## src/hw/rtl/tfsc_pkg.sv

```systemverilog
package tfsc_pkg;

	// default timer input clock
	localparam int CLOCK_HZ_DEF = 8000000;

	// request thresholds and divisor limit
	localparam int SLOW_LIMIT = 15;
	localparam int MAX_DIV    = 256;
	localparam int NUM_PRESC  = 7;

	// field widths
	localparam int CS_W  = 3;
	localparam int CV_W  = 8;
	localparam int AF_W  = 22;
	localparam int REQ_W = 32;
	localparam int QW    = 9;   // divisor up to 256
	localparam int KW    = 3;   // prescaler index

	// clock-select codes
	localparam logic [CS_W-1:0] CS_STOP    = 3'd0;
	localparam logic [CS_W-1:0] CS_FASTEST = 3'd1;
	localparam logic [CS_W-1:0] CS_SLOWEST = 3'd7;

	// log2 of prescaler 1,8,32,64,128,256,1024 by index
	function automatic logic [3:0] presc_shift(input logic [KW-1:0] k);
		logic [3:0] s;
		case (k)
			3'd0:    s = 4'd0;
			3'd1:    s = 4'd3;
			3'd2:    s = 4'd5;
			3'd3:    s = 4'd6;
			3'd4:    s = 4'd7;
			3'd5:    s = 4'd8;
			default: s = 4'd10;
		endcase
		return s;
	endfunction

endpackage

```

## src/hw/rtl/timer_frequency_setup_calculator.sv

```systemverilog
// Stop, slowest and fastest requests are answered from idle, in the cycle after start;
// otherwise a prescaler search, then two serial divisions of width RW (RW = 22 at
// 8 MHz): first the divisor, then the actual frequency.
// One request at a time: busy is high from the search until the result strobe, done.
// Asynchronous active-low reset returns the controller and divider to idle.
// The result strobe shows for one cycle; the receiver cannot stall.
module timer_frequency_setup_calculator
	import tfsc_pkg::*;
#(
	parameter int CLOCK_HZ = CLOCK_HZ_DEF
) (
	input  logic             clk,
	input  logic             arst_n,
	input  logic             start,
	input  logic [REQ_W-1:0] requested_freq,
	output logic             busy,
	output logic             done,
	output logic [CS_W-1:0]  clock_select,
	output logic [CV_W-1:0]  compare_value,
	output logic             compare_write,
	output logic [AF_W-1:0]  actual_freq
);

	localparam int TOP_HZ = CLOCK_HZ / 2;
	localparam int RW     = $clog2(TOP_HZ + 1);
	localparam logic [RW-1:0] TOP_C  = RW'(TOP_HZ);
	localparam logic [AF_W-1:0] SLOW_AF = AF_W'(TOP_HZ / 1024 / MAX_DIV);

	typedef enum logic [1:0] {
		ST_IDLE,
		ST_SEARCH,
		ST_DIVQ,
		ST_DIVF
	} state_t;

	state_t          state_q;
	logic [KW-1:0]   k_q;
	logic [RW-1:0]   req_q;
	logic [RW-1:0]   rate_q;
	logic            dstart_q;
	logic [RW-1:0]   ddvd_q;
	logic [RW-1:0]   ddvs_q;
	logic            done_q;
	logic [CS_W-1:0] cs_q;
	logic [CV_W-1:0] cv_q;
	logic            cw_q;
	logic [AF_W-1:0] af_q;

	logic            div_done;
	logic [RW-1:0]   div_quo;
	logic [RW-1:0]   rate_k;
	logic [RW+8:0]   lim;
	logic [QW-1:0]   q_raw;
	logic [QW-1:0]   q_fix;

	// prescaled rate for this try, and 257 * request
	assign rate_k = TOP_C >> presc_shift(k_q);
	assign lim    = {1'b0, req_q, 8'b0} + (RW+9)'(req_q);

	// divisor from first division, zero taken as one
	assign q_raw = div_quo[QW-1:0];
	assign q_fix = (q_raw == '0) ? QW'(1) : q_raw;

	tfsc_div #(
		.W(RW)
	) u_div (
		.clk      (clk),
		.arst_n   (arst_n),
		.start    (dstart_q),
		.dividend (ddvd_q),
		.divisor  (ddvs_q),
		.done     (div_done),
		.quotient (div_quo)
	);

	// controller and result registers
	always_ff @(posedge clk or negedge arst_n) begin
		if (!arst_n) begin
			state_q  <= ST_IDLE;
			k_q      <= '0;
			req_q    <= '0;
			rate_q   <= '0;
			ddvd_q   <= '0;
			ddvs_q   <= '0;
			dstart_q <= 1'b0;
			done_q   <= 1'b0;
			cs_q     <= CS_STOP;
			cv_q     <= '0;
			cw_q     <= 1'b0;
			af_q     <= '0;
		end else begin
			done_q   <= 1'b0;
			dstart_q <= 1'b0;
			unique case (state_q)
				ST_IDLE: begin
					if (start) begin
						if (requested_freq == '0) begin
							cs_q   <= CS_STOP;
							cv_q   <= '0;
							cw_q   <= 1'b0;
							af_q   <= '0;
							done_q <= 1'b1;
						end else if (requested_freq <= REQ_W'(SLOW_LIMIT)) begin
							cs_q   <= CS_SLOWEST;
							cv_q   <= CV_W'(MAX_DIV - 1);
							cw_q   <= 1'b1;
							af_q   <= SLOW_AF;
							done_q <= 1'b1;
						end else if (requested_freq >= REQ_W'(TOP_HZ)) begin
							cs_q   <= CS_FASTEST;
							cv_q   <= '0;
							cw_q   <= 1'b1;
							af_q   <= AF_W'(TOP_HZ);
							done_q <= 1'b1;
						end else begin
							req_q   <= requested_freq[RW-1:0];
							k_q     <= '0;
							state_q <= ST_SEARCH;
						end
					end
				end
				ST_SEARCH: begin
					// quotient <= 256 exactly when rate < 257 * request
					if ({9'b0, rate_k} < lim) begin
						rate_q   <= rate_k;
						ddvd_q   <= rate_k;
						ddvs_q   <= req_q;
						dstart_q <= 1'b1;
						state_q  <= ST_DIVQ;
					end else if (k_q == KW'(NUM_PRESC - 1)) begin
						cs_q    <= CS_SLOWEST;
						cv_q    <= CV_W'(MAX_DIV - 1);
						cw_q    <= 1'b1;
						af_q    <= SLOW_AF;
						done_q  <= 1'b1;
						state_q <= ST_IDLE;
					end else begin
						k_q <= k_q + 1'b1;
					end
				end
				ST_DIVQ: begin
					if (div_done) begin
						cs_q     <= CS_W'(k_q) + CS_W'(1);
						cv_q     <= CV_W'(q_fix - QW'(1));
						cw_q     <= 1'b1;
						ddvd_q   <= rate_q;
						ddvs_q   <= RW'(q_fix);
						dstart_q <= 1'b1;
						state_q  <= ST_DIVF;
					end
				end
				ST_DIVF: begin
					if (div_done) begin
						af_q    <= AF_W'(div_quo);
						done_q  <= 1'b1;
						state_q <= ST_IDLE;
					end
				end
				default: state_q <= ST_IDLE;
			endcase
		end
	end

	assign busy          = (state_q != ST_IDLE);
	assign done          = done_q;
	assign clock_select  = cs_q;
	assign compare_value = cv_q;
	assign compare_write = cw_q;
	assign actual_freq   = af_q;

`ifndef NO_ASSERTIONS
	// result strobe only once the controller is back in idle
	a_done_idle: assert property (@(posedge clk) disable iff (!arst_n)
		done |-> !busy)
		else $error("result strobe while busy");

	// compare write follows a running clock
	a_cw_cs: assert property (@(posedge clk) disable iff (!arst_n)
		done |-> (compare_write == (clock_select != CS_STOP)))
		else $error("compare_write inconsistent with clock_select");

	// a zero request stops the timer on the next cycle
	a_zero: assert property (@(posedge clk) disable iff (!arst_n)
		(start && !busy && requested_freq == '0) |=> (done && clock_select == CS_STOP))
		else $error("zero request not answered with stop");

	// divider finishes only inside a division state
	a_div_busy: assert property (@(posedge clk) disable iff (!arst_n)
		div_done |-> (state_q == ST_DIVQ || state_q == ST_DIVF))
		else $error("divider finished outside a division");
`endif

endmodule

```

## src/hw/rtl/tfsc_div.sv

```systemverilog
// Restoring divider, one quotient bit per cycle.
module tfsc_div #(
	parameter int W = 22
) (
	input  logic         clk,
	input  logic         arst_n,
	input  logic         start,
	input  logic [W-1:0] dividend,
	input  logic [W-1:0] divisor,
	output logic         done,
	output logic [W-1:0] quotient
);

	localparam int CW = $clog2(W + 1);

	logic          run_q;
	logic          done_q;
	logic [CW-1:0] cnt_q;
	logic [W-1:0]  rem_q;
	logic [W-1:0]  quo_q;
	logic [W-1:0]  dvs_q;

	logic [W:0]    trial;
	logic          fits;

	// shift in next dividend bit and try subtract
	assign trial = {rem_q, quo_q[W-1]};
	assign fits  = trial >= {1'b0, dvs_q};

	always_ff @(posedge clk or negedge arst_n) begin
		if (!arst_n) begin
			run_q  <= 1'b0;
			done_q <= 1'b0;
			cnt_q  <= '0;
		end else begin
			done_q <= 1'b0;
			if (start) begin
				run_q <= 1'b1;
				cnt_q <= CW'(W);
			end else if (run_q) begin
				cnt_q <= cnt_q - 1'b1;
				if (cnt_q == CW'(1)) begin
					run_q  <= 1'b0;
					done_q <= 1'b1;
				end
			end
		end
	end

	// datapath, no reset
	always_ff @(posedge clk) begin
		if (start) begin
			rem_q <= '0;
			quo_q <= dividend;
			dvs_q <= divisor;
		end else if (run_q) begin
			rem_q <= fits ? W'(trial - {1'b0, dvs_q}) : trial[W-1:0];
			quo_q <= {quo_q[W-2:0], fits};
		end
	end

	assign done     = done_q;
	assign quotient = quo_q;

endmodule

```

## config.mk

```make
export PLATFORM = sky130hd
export DESIGN_NAME = timer_frequency_setup_calculator
export DESIGN_NICKNAME = d
export VERILOG_FILES = /design/src/hw/rtl/tfsc_pkg.sv /design/src/hw/rtl/timer_frequency_setup_calculator.sv /design/src/hw/rtl/tfsc_div.sv
export SDC_FILE = /design/constraint.sdc
export NUM_CORES = 1
export LEC_CHECK = 0
export BUFFER_PORTS_ARGS = -buffer_cell sky130_fd_sc_hd__buf_4
export CELL_PAD_IN_SITES_DETAIL_PLACEMENT = 0
export CELL_PAD_IN_SITES_GLOBAL_PLACEMENT = 2
export CORE_MARGIN = 1
export CORE_UTILIZATION = 40
export CTS_CLUSTER_SIZE = 28
export DETAILED_ROUTE_END_ITERATION = 12
export PLACE_DENSITY_LB_ADDON = 0.08
export SYNTH_ARGS = -nofsm -noshare
export SYNTH_HDL_FRONTEND = slang
export SYNTH_SLANG_ARGS = --single-unit
```

## constraint.sdc

```tcl
create_clock -name clk -period 5.2 [get_ports clk]
set_input_delay 0 -clock clk [delete_from_list [all_inputs] [get_ports clk]]
set_output_delay 0 -clock clk [all_outputs]
set_load 0.05 [all_outputs]
```

==> run metrics <==
number of iterations in the first detailed-routing pass=4; critical register-to-register path startpoint=k_q[0]; leading area contributor after synthesis=sky130_fd_sc_hd__dfrtp_1; number of antenna violations at the first check in global routing=0; slowest cell on the critical path=sky130_fd_sc_hd__and3_2; setup slack of the most critical reg-to-reg path=about 0.36 ns; Pwr Density=about 670 nW/um2; Final Hold Fails=0; clock slew at reported path FFs=0.07 ns; number of nets in the finished design=1400; full die area=approximately 30000 um2; setup repair after global routing missed its margin=false; die outline width=174 um; met2 GRT Util=33.3%; start point of the critical path=k_q[0]; number of clock buffers inserted by TritonCTS=24; total global routing overflow=0; static leakage=6.15 nW; Max Clock Skew=0.0163 ns; total via count in the routed design=9049; Top FF cell, synth=sky130_fd_sc_hd__dfrtp_1; Most Crowded Layer GR=met2; Data required, critical path=5.61 ns; cell at the root of the clock tree=sky130_fd_sc_hd__clkbuf_16; Largest stage delay, worst path=approximately 0.51 ns; standard cell core area=28900 um2; maxcap violations=0; vertical die dimension=174 um; H-tree depth=1; sequential share of the synthesized area=43.8%; vias in the first global route=8931; average cell area after synthesis=9.72 um2; wire length of the first global-routing pass=approximately 50000 um; number of warnings reported in the yosys synthesis log=0; total I/O pin count=71; most prevalent standard cell on the critical path=sky130_fd_sc_hd__ha_1; cell count after placement=1625; post-synth top area share=28.8%; number of enable flip-flop cells after synthesis=between 40 and 50; met3 global-route usage=2.35%; IR drop worst, VDD=0.000362 V; critical path class=flip-flop to flip-flop; Critical Path Source Type=flip-flop; fraction of layout instances using a drive strength above 1=17.7%; class of the most critical hold timing path=input pin to async pin; number of input and output port buffers inserted=70; initial detailed-routing violation count=512; most repeated cell in the gate-level netlist after synthesis=sky130_fd_sc_hd__dfrtp_1; fin crit period=4.84 ns; layout overhead on the synthesized area=17.2%; list of cells traversed by the critical path=inv_1 -> ha_1 -> nand2b_1 -> nand2b_1 -> ha_1 -> nor2_1 -> a21oi_1 -> o21ai_0 -> inv_1 -> ha_1 -> nand2_1 -> nor3_1 -> o211ai_1 -> a21oi_1 -> o22ai_2 -> o31ai_4 -> and3_2 -> mux2_2; M1 GR Usage=32.1%; leading post-synthesis cells by instance count=sky130_fd_sc_hd__dfrtp_1, sky130_fd_sc_hd__nand2_1, sky130_fd_sc_hd__inv_1, sky130_fd_sc_hd__o21ai_0, sky130_fd_sc_hd__mux2_2; site row count=62; starting density of the core=40.9%; transition time at the pin with the least slew margin=1.16 ns; Via-to-Cell Ratio=~5.3; half-perimeter wire length after placement=22800 um; ranking of synthesized cells by area=sky130_fd_sc_hd__dfrtp_1, sky130_fd_sc_hd__edfxtp_1, sky130_fd_sc_hd__mux2_2; crit path DAT=5.25 ns; maximum clock frequency=0.207 GHz; global placement routability congestion=0.809; drc violations=0; end of the critical path=compare_value[7]; total global-route track usage=21.3%; kind of end point of the critical path=flip-flop; maximum fanout along the worst path=13; outcome=finished clean; final max-slew violation count=0; #FFs+latches synth=202; maximum number of pins on one net before global-route repair=103; share of synthesized flip-flops with an asynchronous set or reset=67.3%; Mapped Cells=1214; number of buffers on the longest clock path=3; capture instance of the worst register-to-register path=compare_value[7]; worst skew pair latency=0.53 ns; Unique masters post-synth=75; length in cells of the worst reg-to-reg path=18; Max-slew headroom=between 20% and 30%; post-route ant nets=0; Fill cells=2749; setup TNS=0 ns; portion of the clock cycle consumed by the worst path in the final layout=93.1%; Final Routed Wirelength=31700 um; clock sink count=202; Routed WL per cell=18.7 um; synthesized net count=1323; Non-Filler Instances=1693; CTS tree=yes; synthesized cell area=11800 um2; final number of setup-violating endpoints=0; number of inserted diodes=0
==> registers in the layout, summed over array words and instances (netlist names), named ones only <==
name	count
clock_select	3
k_q	3
rate_q	22
actual_freq	22
compare_write	1
req_q	22
ddvd_q	22
u_div.run_q	1
dstart_q	1
ddvs_q	22
u_div.done	1
u_div.dvs_q	22
u_div.quotient	22
u_div.rem_q	22
state_q	1
compare_value	8
u_div.cnt_q	5
done	1
==> layout make-up <==
type	instances	area (um2)	area share [%]
multi-input cells	866	6090	44.0
flip-flops and latches	202	5170	37.3
repair buffers	110	902	6.52
clock buffers	30	653	4.72
well taps	384	480	3.47
inverters	87	327	2.36
clock inverters	14	216	1.56
==> power breakdown <==
part	leakage, nW	internal, W	switching (W)	total, W
combinational	3.34	0.00189	0.00296	0.00484
clock	0.418	0.00114	0.000694	0.00184
sequential	2.39	0.00221	0.000393	0.00260
total	6.15	0.00523	0.00404	0.00928
==> layer usage <==
metal	vias to the layer above	wire length, um
li1	4524	-
met1	4363	16300
met2	136	14100
met3	26	932
met4	0	425
met5	-	0
==> metrics by stage <==
step	total power (W)	cell area, um2	worst slack, ns	utilization [%]	hold slack (ns)
floorplan	0.00610	11800	0.623	-	-0.296
global placement	0.00743	12700	0.485	44.0	0.187
detailed placement	0.00743	12700	0.405	44.0	0.189
CTS	0.00933	13800	0.375	47.9	0.169
global route	0.0100	13800	0.0134	47.9	0.215
finish	0.00928	13800	0.360	47.9	0.0992
==> worst min path at each step <==
stage                           to  slack, ns  cells after the start
finish              u_div.cnt_q[0]        0.1                      2
CTS                      flip-flop       0.17                      8
floorplan                async pin      -0.30                      0
detailed placement  u_div.cnt_q[0]       0.19                      1
global route        u_div.cnt_q[0]       0.22                      2
global placement    u_div.cnt_q[0]       0.19                      1
==> cell usage in the layout, fill, tap and decap left out, types with 5 or more instances in the layout <==
cell type                       Yosys  routed
sky130_fd_sc_hd__dfrtp_1          136     135
sky130_fd_sc_hd__nand2_1          127     127
sky130_fd_sc_hd__inv_1             87      87
sky130_fd_sc_hd__o21ai_0           86      86
sky130_fd_sc_hd__mux2_2            84      84
sky130_fd_sc_hd__buf_4              0      84
sky130_fd_sc_hd__nor2_1            81      80
sky130_fd_sc_hd__a21oi_1           77      77
sky130_fd_sc_hd__ha_1              72      71
sky130_fd_sc_hd__edfxtp_1          44      44
sky130_fd_sc_hd__nor3_1            25      25
sky130_fd_sc_hd__clkbuf_16          0      24
sky130_fd_sc_hd__dlygate4sd3_1      0      24
sky130_fd_sc_hd__nand2b_1          22      22
sky130_fd_sc_hd__dfxtp_1           22      22
sky130_fd_sc_hd__xor2_1            19      19
sky130_fd_sc_hd__o211ai_1          19      19
sky130_fd_sc_hd__xnor2_1           18      18
sky130_fd_sc_hd__nand3_1           17      17
sky130_fd_sc_hd__a21o_1            16      16
sky130_fd_sc_hd__mux2_1            15      15
sky130_fd_sc_hd__o2bb2ai_1         14      14
sky130_fd_sc_hd__nor4_1            12      12
sky130_fd_sc_hd__a211oi_1          12      12
sky130_fd_sc_hd__nand4_1           12      12
sky130_fd_sc_hd__a22o_1            12      12
sky130_fd_sc_hd__a31oi_1           11      11
sky130_fd_sc_hd__o311ai_0          10      10
sky130_fd_sc_hd__o21a_1             8       8
sky130_fd_sc_hd__or3_1              7       7
sky130_fd_sc_hd__nor2b_1            6       6
sky130_fd_sc_hd__and3_1             5       5
sky130_fd_sc_hd__mux2i_1            5       5
sky130_fd_sc_hd__bufinv_16          0       5
==> cell families (layout without fill, tap and decap cells) <==
logic type      count (synthesis)  count (layout)  synth area share, %
flops                         202             202                 43.8
fa+ha+maj                      74              74                 7.98
simple gates                  336             336                 13.3
mux                           104             104                 9.87
compound gates                315             315                 17.5
buf+inv                       146             241                 4.86
xor+xnor                       37              37                 2.75
==> critical path, delay by kind of cell, from the launching register on <==
| kind | cells | cell delay, ns |
|---|---|---|
| fa+ha+maj | 3 | 1.03 |
| mux | 1 | 0.38 |
| compound gates | 6 | 1.42 |
| buf+inv | 2 | 0.27 |
| flops | 1 | 0.43 |
| simple gates | 6 | 1.20 |
==> what timing repair did <==
| item | in CTS | in global routing |
|---|---|---|
| hold buffers | 24 | 0 |
| endpoints found under the hold margin | 125 | 0 |
| gates resized for setup | 0 | 3 |
| endpoints found under the setup margin | 0 | 32 |
| buffers inserted | 0 | 0 |
Note: power is estimated with default switching activity, not from simulation.
